<file path="src/rtl/hvcrd_pkg.sv">
`timescale 1ns / 1ps
// ----------------------------------------------------------------------------
// hvcrd_pkg
// Shared constants, command codes and the control/status bundles of the
// hybrid vector-clock / lockset race detector.
// ----------------------------------------------------------------------------
`default_nettype none

package hvcrd_pkg;

  localparam int unsigned THREADS_DEF    = 8;
  localparam int unsigned LOCKS_DEF      = 16;
  localparam int unsigned VARIABLES_DEF  = 256;
  localparam int unsigned CLOCK_BITS_DEF = 32;

  localparam int unsigned INSTR_W    = 32;
  localparam int unsigned IN_DATA_W  = 56;
  localparam int unsigned IN_USER_W  = 4;
  localparam int unsigned OUT_DATA_W = 72;
  localparam int unsigned OUT_USER_W = 2;

  localparam int unsigned MAX_RESULTS = 9;
  localparam int unsigned CNT_W       = 4;

  localparam logic [2:0] CMD_FORK    = 3'd0;
  localparam logic [2:0] CMD_JOIN    = 3'd1;
  localparam logic [2:0] CMD_ACQUIRE = 3'd2;
  localparam logic [2:0] CMD_RELEASE = 3'd3;
  localparam logic [2:0] CMD_READ    = 3'd4;
  localparam logic [2:0] CMD_WRITE   = 3'd5;

  localparam logic [1:0] KIND_WR = 2'd0;
  localparam logic [1:0] KIND_WW = 2'd1;
  localparam logic [1:0] KIND_RW = 2'd2;

  typedef struct packed {
    logic clear;
    logic idle;
    logic disp;
    logic merge_rd;
    logic merge_wr;
    logic tick_rd;
    logic tick_wr;
    logic look;
    logic look2;
    logic decide;
    logic walk_rd;
    logic walk_ev;
    logic flush;
  } ctl_t;

  typedef struct packed {
    logic clr_done;
    logic go_merge;
    logic go_tick;
    logic go_look;
    logic idx_last;
    logic skip;
    logic is_write;
    logic walk_stall;
    logic flush_done;
  } sts_t;

endpackage

`default_nettype wire

</file>
<file path="src/rtl/hvcrd_ctrl.sv">
`timescale 1ns / 1ps
// ----------------------------------------------------------------------------
// hvcrd_ctrl
// Sequencer: reset clearing pass, dispatch, clock merge/tick and access walk.
// ----------------------------------------------------------------------------
`default_nettype none

module hvcrd_ctrl (
  input  wire logic          clk,
  input  wire logic          rst_n,
  input  wire logic          in_tvalid,
  input  hvcrd_pkg::sts_t    sts,
  output hvcrd_pkg::ctl_t    ctl
);

  typedef enum logic [12:0] {
    S_CLEAR    = 13'b0000000000001,
    S_IDLE     = 13'b0000000000010,
    S_DISP     = 13'b0000000000100,
    S_MERGE_RD = 13'b0000000001000,
    S_MERGE_WR = 13'b0000000010000,
    S_TICK_RD  = 13'b0000000100000,
    S_TICK_WR  = 13'b0000001000000,
    S_LOOK     = 13'b0000010000000,
    S_LOOK2    = 13'b0000100000000,
    S_DECIDE   = 13'b0001000000000,
    S_WALK_RD  = 13'b0010000000000,
    S_WALK_EV  = 13'b0100000000000,
    S_FLUSH    = 13'b1000000000000
  } state_t;

  state_t state_r, state_nxt;

  always_comb begin
    state_nxt = state_r;
    case (state_r)
      S_CLEAR:    if (sts.clr_done) state_nxt = S_IDLE;
      S_IDLE:     if (in_tvalid) state_nxt = S_DISP;
      S_DISP: begin
        if (sts.go_merge)     state_nxt = S_MERGE_RD;
        else if (sts.go_tick) state_nxt = S_TICK_RD;
        else if (sts.go_look) state_nxt = S_LOOK;
        else                  state_nxt = S_IDLE;
      end
      S_MERGE_RD: state_nxt = S_MERGE_WR;
      S_MERGE_WR: state_nxt = sts.idx_last ? S_TICK_RD : S_MERGE_RD;
      S_TICK_RD:  state_nxt = S_TICK_WR;
      S_TICK_WR:  state_nxt = S_IDLE;
      S_LOOK:     state_nxt = S_LOOK2;
      S_LOOK2:    state_nxt = S_DECIDE;
      S_DECIDE: begin
        if (sts.skip)          state_nxt = S_IDLE;
        else if (sts.is_write) state_nxt = S_WALK_RD;
        else                   state_nxt = S_FLUSH;
      end
      S_WALK_RD:  state_nxt = S_WALK_EV;
      S_WALK_EV: begin
        if (!sts.walk_stall) state_nxt = sts.idx_last ? S_FLUSH : S_WALK_RD;
      end
      S_FLUSH:    if (sts.flush_done) state_nxt = S_IDLE;
      default:    state_nxt = S_CLEAR;
    endcase
  end

  always_ff @(posedge clk) begin
    if (!rst_n) begin
      state_r <= S_CLEAR;
    end else begin
      state_r <= state_nxt;
    end
  end

  assign ctl.clear    = (state_r == S_CLEAR);
  assign ctl.idle     = (state_r == S_IDLE);
  assign ctl.disp     = (state_r == S_DISP);
  assign ctl.merge_rd = (state_r == S_MERGE_RD);
  assign ctl.merge_wr = (state_r == S_MERGE_WR);
  assign ctl.tick_rd  = (state_r == S_TICK_RD);
  assign ctl.tick_wr  = (state_r == S_TICK_WR);
  assign ctl.look     = (state_r == S_LOOK);
  assign ctl.look2    = (state_r == S_LOOK2);
  assign ctl.decide   = (state_r == S_DECIDE);
  assign ctl.walk_rd  = (state_r == S_WALK_RD);
  assign ctl.walk_ev  = (state_r == S_WALK_EV);
  assign ctl.flush    = (state_r == S_FLUSH);

endmodule

`default_nettype wire

</file>
<file path="config.mk">
export PLATFORM = sky130hd
export DESIGN_NAME = hvcrd_ctrl
export DESIGN_NICKNAME = d
export VERILOG_FILES = /design/src/rtl/hvcrd_pkg.sv /design/src/rtl/hvcrd_ctrl.sv
export SDC_FILE = /design/constraint.sdc
export NUM_CORES = 1
export LEC_CHECK = 0
export BUFFER_PORTS_ARGS = -buffer_cell sky130_fd_sc_hd__buf_2
export CORE_MARGIN = 5
export CORE_UTILIZATION = 55
export DETAILED_ROUTE_END_ITERATION = 7
export GPL_TIMING_DRIVEN = 0
export PLACE_DENSITY_LB_ADDON = 0.25
export SLEW_MARGIN = 20
export SYNTH_ARGS = -nofsm -noshare
export SYNTH_HDL_FRONTEND = slang
export SYNTH_SLANG_ARGS = --single-unit
export TNS_END_PERCENT = 1
</file>
<file path="constraint.sdc">
create_clock -name clk -period 5.57 [get_ports clk]
set_clock_uncertainty 0.1 [all_clocks]
set_input_delay 0.2785 -clock clk [delete_from_list [all_inputs] [get_ports clk]]
set_output_delay 0.2785 -clock clk [all_outputs]
set_load 0.02 [all_outputs]
</file>
==> impl_metrics.sql <==
INSERT INTO impl_metrics (metric_group, metric, value, unit) VALUES
('status', 'outcome', 'finished, final reports clean', ''),
('die', 'die_width', '52.0', 'µm'),
('pwr', 'share_comb_of_total_power', '0.530', ''),
('cells_and_area', 'final_util', '0.672', ''),
('clocking', 'cts_repair_resize_count', '0', ''),
('place', 'gp_routability_congestion', '0.908', ''),
('synthesis', 'synth_async_reset_ratio', '0', ''),
('critical_path', 'critPathCaptureType', 'output port', ''),
('synthesis', 'syn-num-nets', '131', ''),
('die', 'fp.dieArea', '2700', 'µm²'),
('clocking', 'cts-root-buf', 'sky130_fd_sc_hd__clkbuf_4', ''),
('critical_path', 'timing_worst_setup_path_type', 'reg2out', ''),
('synthesis', 'synth_flop_type', 'sky130_fd_sc_hd__dfxtp_1', ''),
('synthesis', 'synthesis.area_per_instance', '8.15', 'µm²'),
('critical_path', 'worst-path-max-fanout', '10', ''),
('critical_path', 'cells_on_worst_reg2reg_path', '6', ''),
('critical_path', 'critical_path.reg2reg.startpoint', 'state_r[11]', ''),
('place', 'numPortBuffers', '24', ''),
('global_routing', 'grt_pass1_vias', '1021', ''),
('synthesis', 'syn-cell-area', '970', 'µm²'),
('sta', 'finalWorstPathRequiredPeriod', '2.49', 'ns'),
('critical_path', 'critical_path.startpoint_type', 'register', ''),
('sta', 'setup_repair_after_global_routing_missed_its_margin', 'false', ''),
('clocking', 'cts-buffers-inserted', '3', ''),
('drt', 'via_count', '1036', ''),
('clocking', 'post_cts_hold_buffer_count', '0', ''),
('pwr', 'power_frac_clock', '0.162', ''),
('critical_path', 'cp_arrival', '2.11', 'ns'),
('global_routing', 'initial_antenna_violation_count', '0', ''),
('pwr', 'static-leakage-power', '0.000543', 'µW'),
('synthesis', 'ys_seq_area_frac', '0.268', ''),
('drt', 'dr.first_iter.drc_count', '43', ''),
('sta', 'slew_headroom', '0.564', ''),
('synthesis', 'main_area_contributors_after_synthesis', 'sky130_fd_sc_hd__dfxtp_1 27%, sky130_fd_sc_hd__nor3_1 6.7%, sky130_fd_sc_hd__nor3b_1 5.4%, sky130_fd_sc_hd__and4b_1 4.1%, sky130_fd_sc_hd__xor2_1 3.6%', ''),
('synthesis', 'yosysTopAreaCell', 'sky130_fd_sc_hd__dfxtp_1', ''),
('flow_run', 'cap_viol_max_count', '0', ''),
('drt', 'final_antenna_net_count', '0', ''),
('sta', 'worst-slew-pin-transition', '0.649', 'ns'),
('cells_and_area', 'reg_top3', 'state_r: 13 flops', ''),
('drt', 'vias_per_cell', '6.02', ''),
('clocking', 'cts.sink_count', '13', ''),
('global_routing', 'grt_overflow_total', '0', ''),
('cells_and_area', 'antennaDiodeCount', '0', ''),
('synthesis', 'number_of_storage_elements_in_the_synthesis_netlist', '13', ''),
('drt', 'firstDrtPassIters', '4', ''),
('sta', 'timing.final.hold_violations', '0', ''),
('sta', 'fmax', '401', 'MHz'),
('pwr', 'cell_int_power', '212', 'µW'),
('clocking', 'clock_tree_from_tritoncts', 'yes', ''),
('hold_path', 'worstHoldEndpoint', 'state_r[7]', ''),
('clocking', 'clock_tree.buffer_depth', '2', ''),
('clocking', 'worst_skew_pair.late_latency', '0.27', 'ns'),
('hold_path', 'min-delay-path-class', 'in2reg', ''),
('pwr', 'switching_power', '146', 'µW'),
('cells_and_area', 'areaGrowthSynthToFinish', '18.3', '%'),
('global_routing', 'grt_max_degree', '11', ''),
('cells_and_area', 'net_count_of_the_finished_layout', '160', ''),
('die', 'num_rows', '15', ''),
('pwr', 'sw_frac_of_total', '0.408', ''),
('synthesis', 'synthDominantCellAreaShare', '0.268', ''),
('synthesis', 'top_cell_types_by_occurrence_after_synthesis', '13 x sky130_fd_sc_hd__dfxtp_1, 13 x sky130_fd_sc_hd__nor3_1, 9 x sky130_fd_sc_hd__nor2_1', ''),
('pwr', 'worst_ir_drop_vdd', '176', 'µV'),
('sta', 'report.final.slew_viol_count', '0', ''),
('drt', 'routedWlPerCell', '14.7', 'µm'),
('hold_path', 'min_delay_path_depth', '3', ''),
('die', 'floorplan.core_area', '1710', 'µm²'),
('global_routing', 'grt_pass1_wl', '4.31', 'mm'),
('synthesis', 'synthesis.yosys.warnings', '0', ''),
('pwr', 'p_seq_frac', '0.307', ''),
('clocking', 'clk_pin_slew', '0.07', 'ns'),
('pwr', 'post-layout-total-power', '358', 'µW');
## critical path, stage by stage, from the launching register on
cell and delay, ns:
sky130_fd_sc_hd__dfxtp_1 0.31, sky130_fd_sc_hd__clkbuf_1 0.20, sky130_fd_sc_hd__nor3_1 0.55, sky130_fd_sc_hd__and3_1 0.32
sky130_fd_sc_hd__and4b_1 0.28, sky130_fd_sc_hd__buf_2 0.19
## kinds of logic after synthesis
| family | Yosys count | share of synthesized area |
|---|---|---|
| XOR/XNOR | 4 | 0.0361 |
| AND/OR/NAND/NOR | 66 | 0.444 |
| buffers and inverters | 15 | 0.0890 |
| flip-flops | 13 | 0.268 |
| AO/OA/AOI/OAI | 21 | 0.163 |
## worst max path at each step
stage                startpoint      end  slack [ns]  depth (start not counted)
floorplan            state_r[5]  ctl[12]        3.54                          5
global placement    state_r[11]   ctl[8]        3.46                          5
detailed placement  state_r[11]   ctl[8]        3.43                          5
CTS                 state_r[11]  ctl[12]        3.13                          6
global route        state_r[11]   ctl[9]        2.94                          5
finish              state_r[11]   ctl[8]        3.08                          5
## routing by layer
| metal | up-vias | track usage | share of wire |
|---|---|---|---|
| met5 | - | 0 | 0 |
| met4 | 0 | 0.0568 | 0.0051 |
| met3 | 2 | 0.0401 | 0.093 |
| met2 | 54 | 0.349 | 0.48 |
| met1 | 468 | 0.266 | 0.42 |
| li1 | 512 | - | - |
## final cells by class
| class | instances | area [µm²] |
|---|---|---|
| Timing Repair Buffer | 24 | 120 |
| Fill cell | 165 | 561 |
| Clock buffer | 4 | 26.3 |
| Inverter | 7 | 26.3 |
| Tap cell | 25 | 31.3 |
| Buffer | 8 | 60.1 |
| Sequential cell | 13 | 260 |
| Multi-Input combinational cell | 91 | 623 |
## placed cells by master (no fill, tap or decap), drive strengths merged, types with 2 or more instances in the layout
cell    count
nor3b       8
or4         2
nand2b      2
and3        4
and4b       4
nand3       2
a22oi       3
xor2        4
inv         7
nor2        9
o21a        2
dfxtp      13
nor3       14
nand4       3
clkbuf      7
nand2       7
a21oi       3
buf        29
o21ai       3
nor4        7
## stage by stage
stage | area, µm² | cells | setup slack [ns]
3_5_place_dp | 1120 | 168 | 3.43
5_1_grt | 1150 | 172 | 2.94
6_report | 1150 | 172 | 3.08
4_1_cts | 1150 | 172 | 3.13
2_1_floorplan | 970 | 119 | 3.54
3_3_place_gp | 1120 | 168 | 3.46
## power groups by stage
stage / logic (µW) / registers (µW) / clock network, µW
3_3_place_gp: 186 / 112 / 0
3_5_place_dp: 189 / 112 / 0
4_1_cts: 190 / 110 / 59.8
2_1_floorplan: 149 / 110 / 0
6_report: 190 / 110 / 58.1
5_1_grt: 206 / 112 / 65.3
Power figures use the tool's default switching activity.
